`config.mk`:
```
export PLATFORM = sky130hd
export DESIGN_NAME = iolist_cell
export DESIGN_NICKNAME = d
export VERILOG_FILES = /design/src/rtl/iolist_pkg.sv /design/src/rtl/iolist_cell.sv
export SDC_FILE = /design/constraint.sdc
export NUM_CORES = 1
export LEC_CHECK = 0
export BUFFER_PORTS_ARGS = -buffer_cell sky130_fd_sc_hd__buf_2
export CAP_MARGIN = 30
export CORE_UTILIZATION = 45
export CTS_BUF_LIST = sky130_fd_sc_hd__clkbuf_4 sky130_fd_sc_hd__clkbuf_8
export CTS_CLUSTER_DIAMETER = 100
export DETAILED_ROUTE_END_ITERATION = 6
export GPL_ROUTABILITY_DRIVEN = 0
export GPL_TIMING_DRIVEN = 0
export PLACE_DENSITY = 0.82
export SKIP_CTS_REPAIR_TIMING = 1
export SLEW_MARGIN = 10
export SYNTH_ARGS = -nofsm -noshare
export SYNTH_HDL_FRONTEND = slang
export SYNTH_SLANG_ARGS = --single-unit
```
`constraint.sdc`:
```
create_clock -name clk -period 3.65 [get_ports clk]
set_input_delay 0.9125 -clock clk [delete_from_list [all_inputs] [get_ports clk]]
set_output_delay 0.9125 -clock clk [all_outputs]
set_load 0.01 [all_outputs]
```
`src/rtl/iolist_pkg.sv`:
```
// Package for the indexed ordered list: operation and status codes, the
// control struct that the top level broadcasts to every list cell and the read tree depth.
// No dependencies.
package iolist_pkg;

  typedef enum logic [1:0] {
    OP_GET    = 2'd0,
    OP_SET    = 2'd1,
    OP_INSERT = 2'd2,
    OP_DELETE = 2'd3
  } op_t;

  typedef enum logic [1:0] {
    ST_OK    = 2'd0,
    ST_RANGE = 2'd1,
    ST_FULL  = 2'd2
  } status_t;

  // Command broadcast along the row of cells in the cycle a request is taken.
  typedef struct packed {
    logic upd;  // legal set, insert or delete: cells update
    logic rd;   // legal get or delete: the addressed cell drives its tap
    op_t  op;
  } cell_ctl_t;

  localparam int TREE_FANIN = 16;

  // Number of registered levels in the read tree for a row of n cells.
  function automatic int tree_levels(input int n);
    int l;
    int span;
    l = 1;
    span = TREE_FANIN;
    while (span < n) begin
      l++;
      span = span * TREE_FANIN;
    end
    return l;
  endfunction

endpackage

```
`src/rtl/iolist_cell.sv`:
```
// One element slot of the indexed ordered list, with its read tap.
// Depends on iolist_pkg.
module iolist_cell #(
  parameter int INDEX = 0,
  parameter int XW    = 8,
  parameter int W     = 32
) (
  input  logic                  clk,
  input  iolist_pkg::cell_ctl_t ctl,
  input  logic [XW-1:0]         pos,
  input  logic [W-1:0]          wr_val,
  input  logic [W-1:0]          lower_val,
  input  logic [W-1:0]          upper_val,
  output logic [W-1:0]          elem_val,
  output logic [W-1:0]          tap_val
);

  logic [W-1:0] elem_r, elem_nxt;
  logic [W-1:0] tap_r, tap_nxt;
  logic         hit, above;

  assign hit   = (pos == XW'(INDEX));
  assign above = (XW'(INDEX) > pos);

  always_comb begin
    elem_nxt = elem_r;
    if (ctl.upd) begin
      unique case (ctl.op)
        iolist_pkg::OP_SET: begin
          if (hit) elem_nxt = wr_val;
        end
        iolist_pkg::OP_INSERT: begin
          if (hit) elem_nxt = wr_val;
          else if (above) elem_nxt = lower_val;
        end
        iolist_pkg::OP_DELETE: begin
          if (hit || above) elem_nxt = upper_val;
        end
        default: begin
          elem_nxt = elem_r;
        end
      endcase
    end
    tap_nxt = (ctl.rd && hit) ? elem_r : '0;
  end

  always_ff @(posedge clk) begin
    elem_r <= elem_nxt;
    tap_r  <= tap_nxt;
  end

  assign elem_val = elem_r;
  assign tap_val  = tap_r;

endmodule

```
==> run metrics <==
CP Launch Point pos[0]; r2r endpoint tap_val[2]; WP data arrival roughly 2.9 ns; Async S/R FF share, synth 0%; Mapped Area slightly below 0.003 mm2; CTS tree built; Routed Antenna Nets 0; Root Driver clkbuf_8; Cells after Synth slightly below 300; Worst EP required between 3 and 4 ns; Core ar. about 0.0063 mm2; first-pass GRT wire length 13.3 mm; final hold violation count 0; ys flop type edfxtp_1; routed wire length ~8.9 mm; HPWL after detailed placement about 7 mm; CTS sink cnt 64; average wire per cell in the routed design 15.9 um; most frequent cells after synthesis and3_1 (63), dfxtp_1 (32), edfxtp_1 (32); #FFs+latches synth 64; Final period util between 70% and 80%; Reg2Reg Setup Slack 2.94 ns; # setup viols final 0; die area slightly below 0.007 mm2; # DRC 0; CP Buf/Inv Count 4; post-synth top area share 32.8%; vias in the first global route 2,771; FF-to-FF path depth 1; Crit. path cell count 7; layout cells sized above 1 40.9%; RR Startpoint elem_val[2]; Clock Skews around 0.0055 ns; Crit. End Element flop; Setup Crit Path Kind primary input to flop; area leader, netlist edfxtp_1; unrepaired setup endpoints after global routing false; worst stage delay on the critical path 0.54 ns; status complete, no violations; Die Ht roughly 83 um; all-layer global routing usage a little over a quarter; IO Pins around 170; count of cell types in the netlist 19; Worst-Margin Slew 0.579 ns; Finished Cell Area 0.00410 mm2; crit path max fanout 21; Slew Limit Headroom about three fifths; GRT overflow 0; fmax around 350 MHz; CP Cell Sequence buf_2 -> nor4_4 -> and2_1 -> buf_2 -> buf_4 -> o211a_1 -> buf_16; Placement Cell Area approximately 0.0039 mm2; worst hold path type flop to flop; setup TNS 0 ns; CP top delay family buffers and inverters; non-filler cells, final about 560; largest net degree at the start of global routing 22; syn_area_per_cell around 10 um2; crit-path most repeated cell buf_2; starting density of the core 46.4%; Clock Path Buffers 2; Worst Setup EP elem_val[3]; P per Cell Area ~370 mW/mm2; sequential share of the synthesized area around 55%; port bufs approximately 170; Leakage between 0.0015 and 0.002 uW; Initial DRT Pass Iterations 5; largest cells by area after synthesis edfxtp_1 (33%), dfxtp_1 (22%), and3_1 (13%); most common cell in the synthesized netlist and3_1; die width between 80 and 90 um; crit path launch type primary input; P&R area growth vs syn 40.1%; Synth Net Count between 400 and 500; DR vias roughly 3,200; Crit-path slowest cell o211a_1; min Tclk post-route 2.85 ns; Slew Limit Fails 0; final layout net count 587; ANT cells 0; Ys Warns 0; number of synthesized flops with an enable pin 32; worst vdd ir 0.295 mV; Post-Place Cells about 540; H-Tree Depth 3; clock-pin transition on the worst setup and hold timing paths 0.07 ns; DRT iter0 DRCs roughly 230; initial antenna violation count 0; max cap viols 0; num rows 29; post-route core utilization between 60% and 70%; clock latency on the worst-skew pair about 0.32 ns; clock buffer count from CTS 9; Via density 5.65
layout by cell type, fill, tap and decap left out, drive strengths merged:
cell type,count
dfxtp,32
o211a,1
and2,1
clkbuf,36
o21ai,1
inv,2
a2111oi,1
nand2,31
o211ai,31
and3,63
edfxtp,32
nand3b,1
nand4,31
a311oi,1
buf,180
clkinv,3
a21oi,31
nor4,2
nor2b,1
bufinv,1
per-layer routing:
layer	global-route usage [%]	routed length (um)	vias up
met5	0	0	-
met4	9.31	221	0
met3	4.07	792	29
met2	43.5	4230	205
met1	35.4	3670	1434
li1	-	-	1490
worst min-delay path by stage:
stage / from / to / cells past startpoint
after floorplan: elem_val[0] / tap_val[0] / 1
after global placement: elem_val[25] / tap_val[25] / 1
after detailed placement: elem_val[11] / tap_val[11] / 1
after CTS: elem_val[4] / tap_val[4] / 1
after global routing: elem_val[11] / tap_val[11] / 1
final: elem_val[25] / tap_val[25] / 1
logic make-up (layout without fill, tap and decap cells):
family | after synthesis | in the layout | share of synthesized area [%]
simple gates | 130 | 130 | 26.2
compound gates | 66 | 66 | 14.4
flops | 64 | 64 | 54.7
buf+inv | 34 | 222 | 4.74
layout make-up:
| class | instances | area, um2 |
|---|---|---|
| plain buffers | 32 | 131 |
| multi-input cells | 196 | 1190 |
| fillers | 535 | 2210 |
| flip-flops and latches | 64 | 1600 |
| inverters | 2 | 7.51 |
| repair buffers | 173 | 888 |
| clock inverters | 4 | 45.0 |
| well taps | 77 | 96.3 |
| clock buffers | 11 | 145 |
power by group:
part	total, uW	switching (uW)	internal, uW	leakage, uW
registers	759	0.368	759	0.000534
logic	174	93.5	80.0	0.00133
clock network	583	249	334	0.000102
total	1520	343	1170	0.00197
flip-flops by register name, summed over array words and instances, names as in the netlist:
signal,flops
elem_val,32
tap_val,32
metrics by stage:
step	worst slack (ns)	hold slack [ns]	power [uW]
final	0.802	0.506	1520
after global routing	0.675	0.522	1570
after CTS	0.803	0.509	1520
after global placement	0.197	0.482	941
after floorplan	0.789	0.550	852
after detailed placement	0.461	0.489	945
Power figures use the tool's default switching activity.
